### src/hw/rtl/asbx_pkg.sv
// ----------------------------------------------------------------------------
// AES S-box leakage model: shared package
// Field arithmetic over GF(2^8) modulo 0x11B, the AES affine map and the
// operand pair that moves between pipeline stages.
// ----------------------------------------------------------------------------
package asbx_pkg;

  localparam logic [7:0] GfReduce    = 8'h1B;
  localparam logic [7:0] GfTopBit    = 8'h80;
  localparam logic [7:0] AffineConst = 8'h63;

  // Two field elements held by one pipeline stage.
  typedef struct packed {
    logic [7:0] a;
    logic [7:0] b;
  } pair_t;

  // Multiply by x with reduction.
  function automatic logic [7:0] gf_times_x(input logic [7:0] v);
    logic [7:0] r;
    r = {v[6:0], 1'b0};
    if ((v & GfTopBit) != 8'h00) begin
      r = r ^ GfReduce;
    end
    return r;
  endfunction

  // Shift-and-add product, most significant bit of b first.
  function automatic logic [7:0] gf_mul(input logic [7:0] a, input logic [7:0] b);
    logic [7:0] acc;
    acc = 8'h00;
    for (int i = 7; i >= 0; i--) begin
      acc = gf_times_x(acc);
      if (b[i]) begin
        acc = acc ^ a;
      end
    end
    return acc;
  endfunction

  // Squaring is linear over GF(2), so synthesis reduces this to XOR gates.
  function automatic logic [7:0] gf_sq(input logic [7:0] a);
    return gf_mul(a, a);
  endfunction

  function automatic logic [7:0] rotl8(input logic [7:0] v, input int unsigned n);
    logic [15:0] w;
    w = {v, v} << n;
    return w[15:8];
  endfunction

  function automatic logic [7:0] affine(input logic [7:0] v);
    return AffineConst ^ v ^ rotl8(v, 1) ^ rotl8(v, 2) ^ rotl8(v, 3) ^ rotl8(v, 4);
  endfunction

  function automatic logic [3:0] popcount8(input logic [7:0] v);
    logic [3:0] n;
    n = 4'd0;
    for (int i = 0; i < 8; i++) begin
      n = n + {3'b000, v[i]};
    end
    return n;
  endfunction

endpackage

### src/hw/rtl/asbx_stage.sv
// ----------------------------------------------------------------------------
// AES S-box leakage model: pipeline stage register
// Holds one operand pair with its valid bit and loads whenever the stage
// is empty or its contents move on in the same cycle.
// ----------------------------------------------------------------------------
module asbx_stage (
  input  logic            clk_i,
  input  logic            rst_ni,
  input  logic            valid_i,
  output logic            ready_o,
  input  asbx_pkg::pair_t data_i,
  output logic            valid_o,
  input  logic            ready_i,
  output asbx_pkg::pair_t data_o
);

  logic            valid_d, valid_q;
  asbx_pkg::pair_t data_d, data_q;

  assign ready_o = !valid_q || ready_i;
  assign valid_d = ready_o ? valid_i : valid_q;
  assign data_d  = (ready_o && valid_i) ? data_i : data_q;

  always_ff @(posedge clk_i or negedge rst_ni) begin
    if (!rst_ni) begin
      valid_q <= 1'b0;
    end else begin
      valid_q <= valid_d;
    end
  end

  always_ff @(posedge clk_i) begin
    data_q <= data_d;
  end

  assign valid_o = valid_q;
  assign data_o  = data_q;

endmodule

### config.mk
export PLATFORM = sky130hd
export DESIGN_NAME = asbx_stage
export DESIGN_NICKNAME = d
export VERILOG_FILES = /design/src/hw/rtl/asbx_pkg.sv /design/src/hw/rtl/asbx_stage.sv
export SDC_FILE = /design/constraint.sdc
export NUM_CORES = 1
export LEC_CHECK = 0
export ABC_AREA = 1
export BUFFER_PORTS_ARGS = -buffer_cell sky130_fd_sc_hd__buf_2
export CORE_UTILIZATION = 40
export CTS_BUF_LIST = sky130_fd_sc_hd__clkbuf_16
export DETAILED_ROUTE_END_ITERATION = 7
export PLACE_DENSITY = 0.76
export SLEW_MARGIN = 20
export SYNTH_ARGS = -nofsm -noshare
export SYNTH_HDL_FRONTEND = slang
export SYNTH_SLANG_ARGS = --single-unit
### constraint.sdc
create_clock -name clk_i -period 3.4 [get_ports clk_i]
set_input_delay 0.17 -clock clk_i [delete_from_list [all_inputs] [get_ports clk_i]]
set_output_delay 0.17 -clock clk_i [all_outputs]
set_load 0.01 [all_outputs]
==> implementation parameters <==
Parameter                              Value

Finish
  NumNets Final    86
  End-of-flow core utilization    71.32%
  Highest-count cells in the layout ignoring fill and taps    buf_2, edfxtp_1, inv_1, clkbuf_16, nand2_1
  Number of antenna repair diodes    0
  Number of standard cells in the final layout excluding fillers    79
  Area growth from synthesis to final layout    56.90%
  Share of post-route cells with drive strength above 1    63.08%
  Most frequent standard cell in the layout excluding fill and tap cells    buf_2
  Fillcell total    77

Clocking
  Clock latency reported for the late side of the worst-skew pair    0.24 ns
  Clk slew on worst S/H paths    0.05 ns
  Post-CTS resize count    0
  Buffer depth of the longest clock path    2
  Cell at the root of the clock tree    clkbuf_16
  Number of buffers created by CTS    3
  Sinks on Clock Net    17
  Clock tree from TritonCTS    built
  Maximum level of the CTS H-tree    1

Yosys
  Sequential share of the synthesized area    96.19%
  Leading post-synthesis cells by cell area    edfxtp_1, dfrtp_1, inv_1
  Total standard cell area after synthesis    525.5 um^2
  Flop and latch count out of synthesis    17
  Fraction of synthesized cell area taken by the top area cell type    91.43%
  Synthesized Nets    42
  Instance count of the mapped netlist    22
  Syn_area_per_cell    23.89 um^2
  Unique cell type count in the Yosys netlist    5
  Yosys warning total    0
  Yosys top cell by area    edfxtp_1

Floorplanning
  Horizontal extent of the die    38.25 um
  Area enclosed by the die boundary    1463 um^2
  I/O pin cnt    38
  Core Region    1156 um^2
  Vert. Die Dim    38.25 um
  Starting density of the core    45.45%
  Cell Rows    12

GRT
  Wire length of the first global-routing pass    1297 um
  Pin count of the biggest net entering global routing    17
  Aggregate global routing overflow    0
  Number of antenna violations at the first check in global routing    0
  GR Util All Layers    14.12%
  Number of global-route vias before repair    321

STA
  Total of endpoints with negative setup slack in the final report    0
  Headroom to the max-slew limit    87.04%
  Max-slew violation total from the final report    0
  Final critical delay including setup and external delays    1.095 ns
  Max Clock Skew    0.0004667 ns
  Worst-case hold slack    0.1027 ns
  Portion of the clock cycle consumed by the worst path in the final layout    32.21%
  Final setup TNS    0 ns
  Maximum clock frequency    913.2 MHz
  Number of failing hold endpoints at the final stage    0
  Slew at the pin with the worst max-slew slack    0.1944 ns
  Setup repair after global routing missed its margin    false

Worst setup path
  Crit end category    flop
  Critical path type    reg -> reg
  Arrival time of data at the critical path endpoint    1.03 ns
  Maximum fanout count along the critical path    16
  Crit path launch type    flop
  Worst path required time    3.33 ns

Place
  Number of buffer cells added on primary ports    37
  Number of cells in the design after placement    74
  Post-DP HPWL    636.9 um
  Placer Congestion    0.6580

Drt
  Routed WL    863 um
  DR DRC count    0
  Average wire per cell in the routed design    10.92 um
  First-pass iteration count of the detailed router    2
  Post-route ant nets    0
  Detailed-route vias per instance    4.266
  DR iter-0 viols    1
  Vias    337

Pwr
  Leak    0.0003769 uW
  Cell Pwr Density    611.6 nW/um^2
  Worst vdd ir    0.3139 mV

Status
  Outcome    complete, no violations

Worst hold path
  Min-delay worst type    in -> reg

Job
  Max-cap violations    0
==> sequential cells by signal, summed over array words and instances (netlist names) <==
register and cells:
data_o 16, valid_o 1
==> kinds of logic (layout without fill, tap and decap cells) <==
| kind of cell | count (synthesis) | count (layout) | synth area share, % |
|---|---|---|---|
| buf+inv | 2 | 45 | 1.429 |
| flops | 17 | 17 | 96.19 |
| simple gates | 2 | 2 | 1.429 |
| compound gates | 1 | 1 | 0.9515 |
==> where the power goes <==
group	total, uW	internal, uW	switching, uW
registers	246	244	2.89
clock network	222	155	66.5
logic	36.0	17.5	18.5
==> cell type report <==
type	instances	area, um^2	area share, %
Clock buffer	3	75.07	9.105
Inverter	2	7.507	0.9105
Tap cell	14	17.52	2.124
Sequential cell	17	505.5	61.31
Timing Repair Buffer	39	202.7	24.58
Multi-Input combinational cell	3	12.51	1.517
Clock inverter	1	3.754	0.4552
==> cell usage after synthesis, drive strengths merged <==
| cell type | number |
|---|---|
| a21oi | 1 |
| nand2 | 2 |
| edfxtp | 16 |
| inv | 2 |
| dfrtp | 1 |
==> timing repair <==
item,in CTS,in global routing
hold buffers,1,0
setup buffers,0,0
endpoints found under the hold margin,1,0
==> layer usage <==
layer  part of all wire [%]  track usage (%)  up-vias
met4                   0.81            8.036        0
met1                     34            13.01      139
met5                      0                0        -
met3                     13            5.233        2
li1                       -                -      168
met2                     52            25.85       28
==> path summary, 6_finish.rpt <==
check	from	endpoint	slack, ns	cells after the start
max	valid_o	data_o[12]	2.30	2
max reg2reg	valid_o	data_o[12]	2.30	2
min	data_i[13]	data_o[13]	0.10	1
min reg2reg	valid_o	valid_o	0.53	2
min in group asynchronous	rst_ni	valid_o	0.23	2
max in group asynchronous	rst_ni	valid_o	3.09	2
==> per-stage QoR <==
step	power (uW)	setup WS, ns	area (um^2)
2_1_floorplan	262.6	1.731	525.5
3_3_place_gp	284.7	2.343	735.7
5_1_grt	521.7	2.229	824.5
4_1_cts	510.5	2.302	824.5
6_report	504.3	2.305	824.5
3_5_place_dp	285.9	2.319	735.7
==> critical path, stage by stage (launching register included) <==
cell,delay [ns]
dfrtp_1,0.39
a21oi_1,0.15
buf_4,0.24
(Power assumes the default switching activity.)
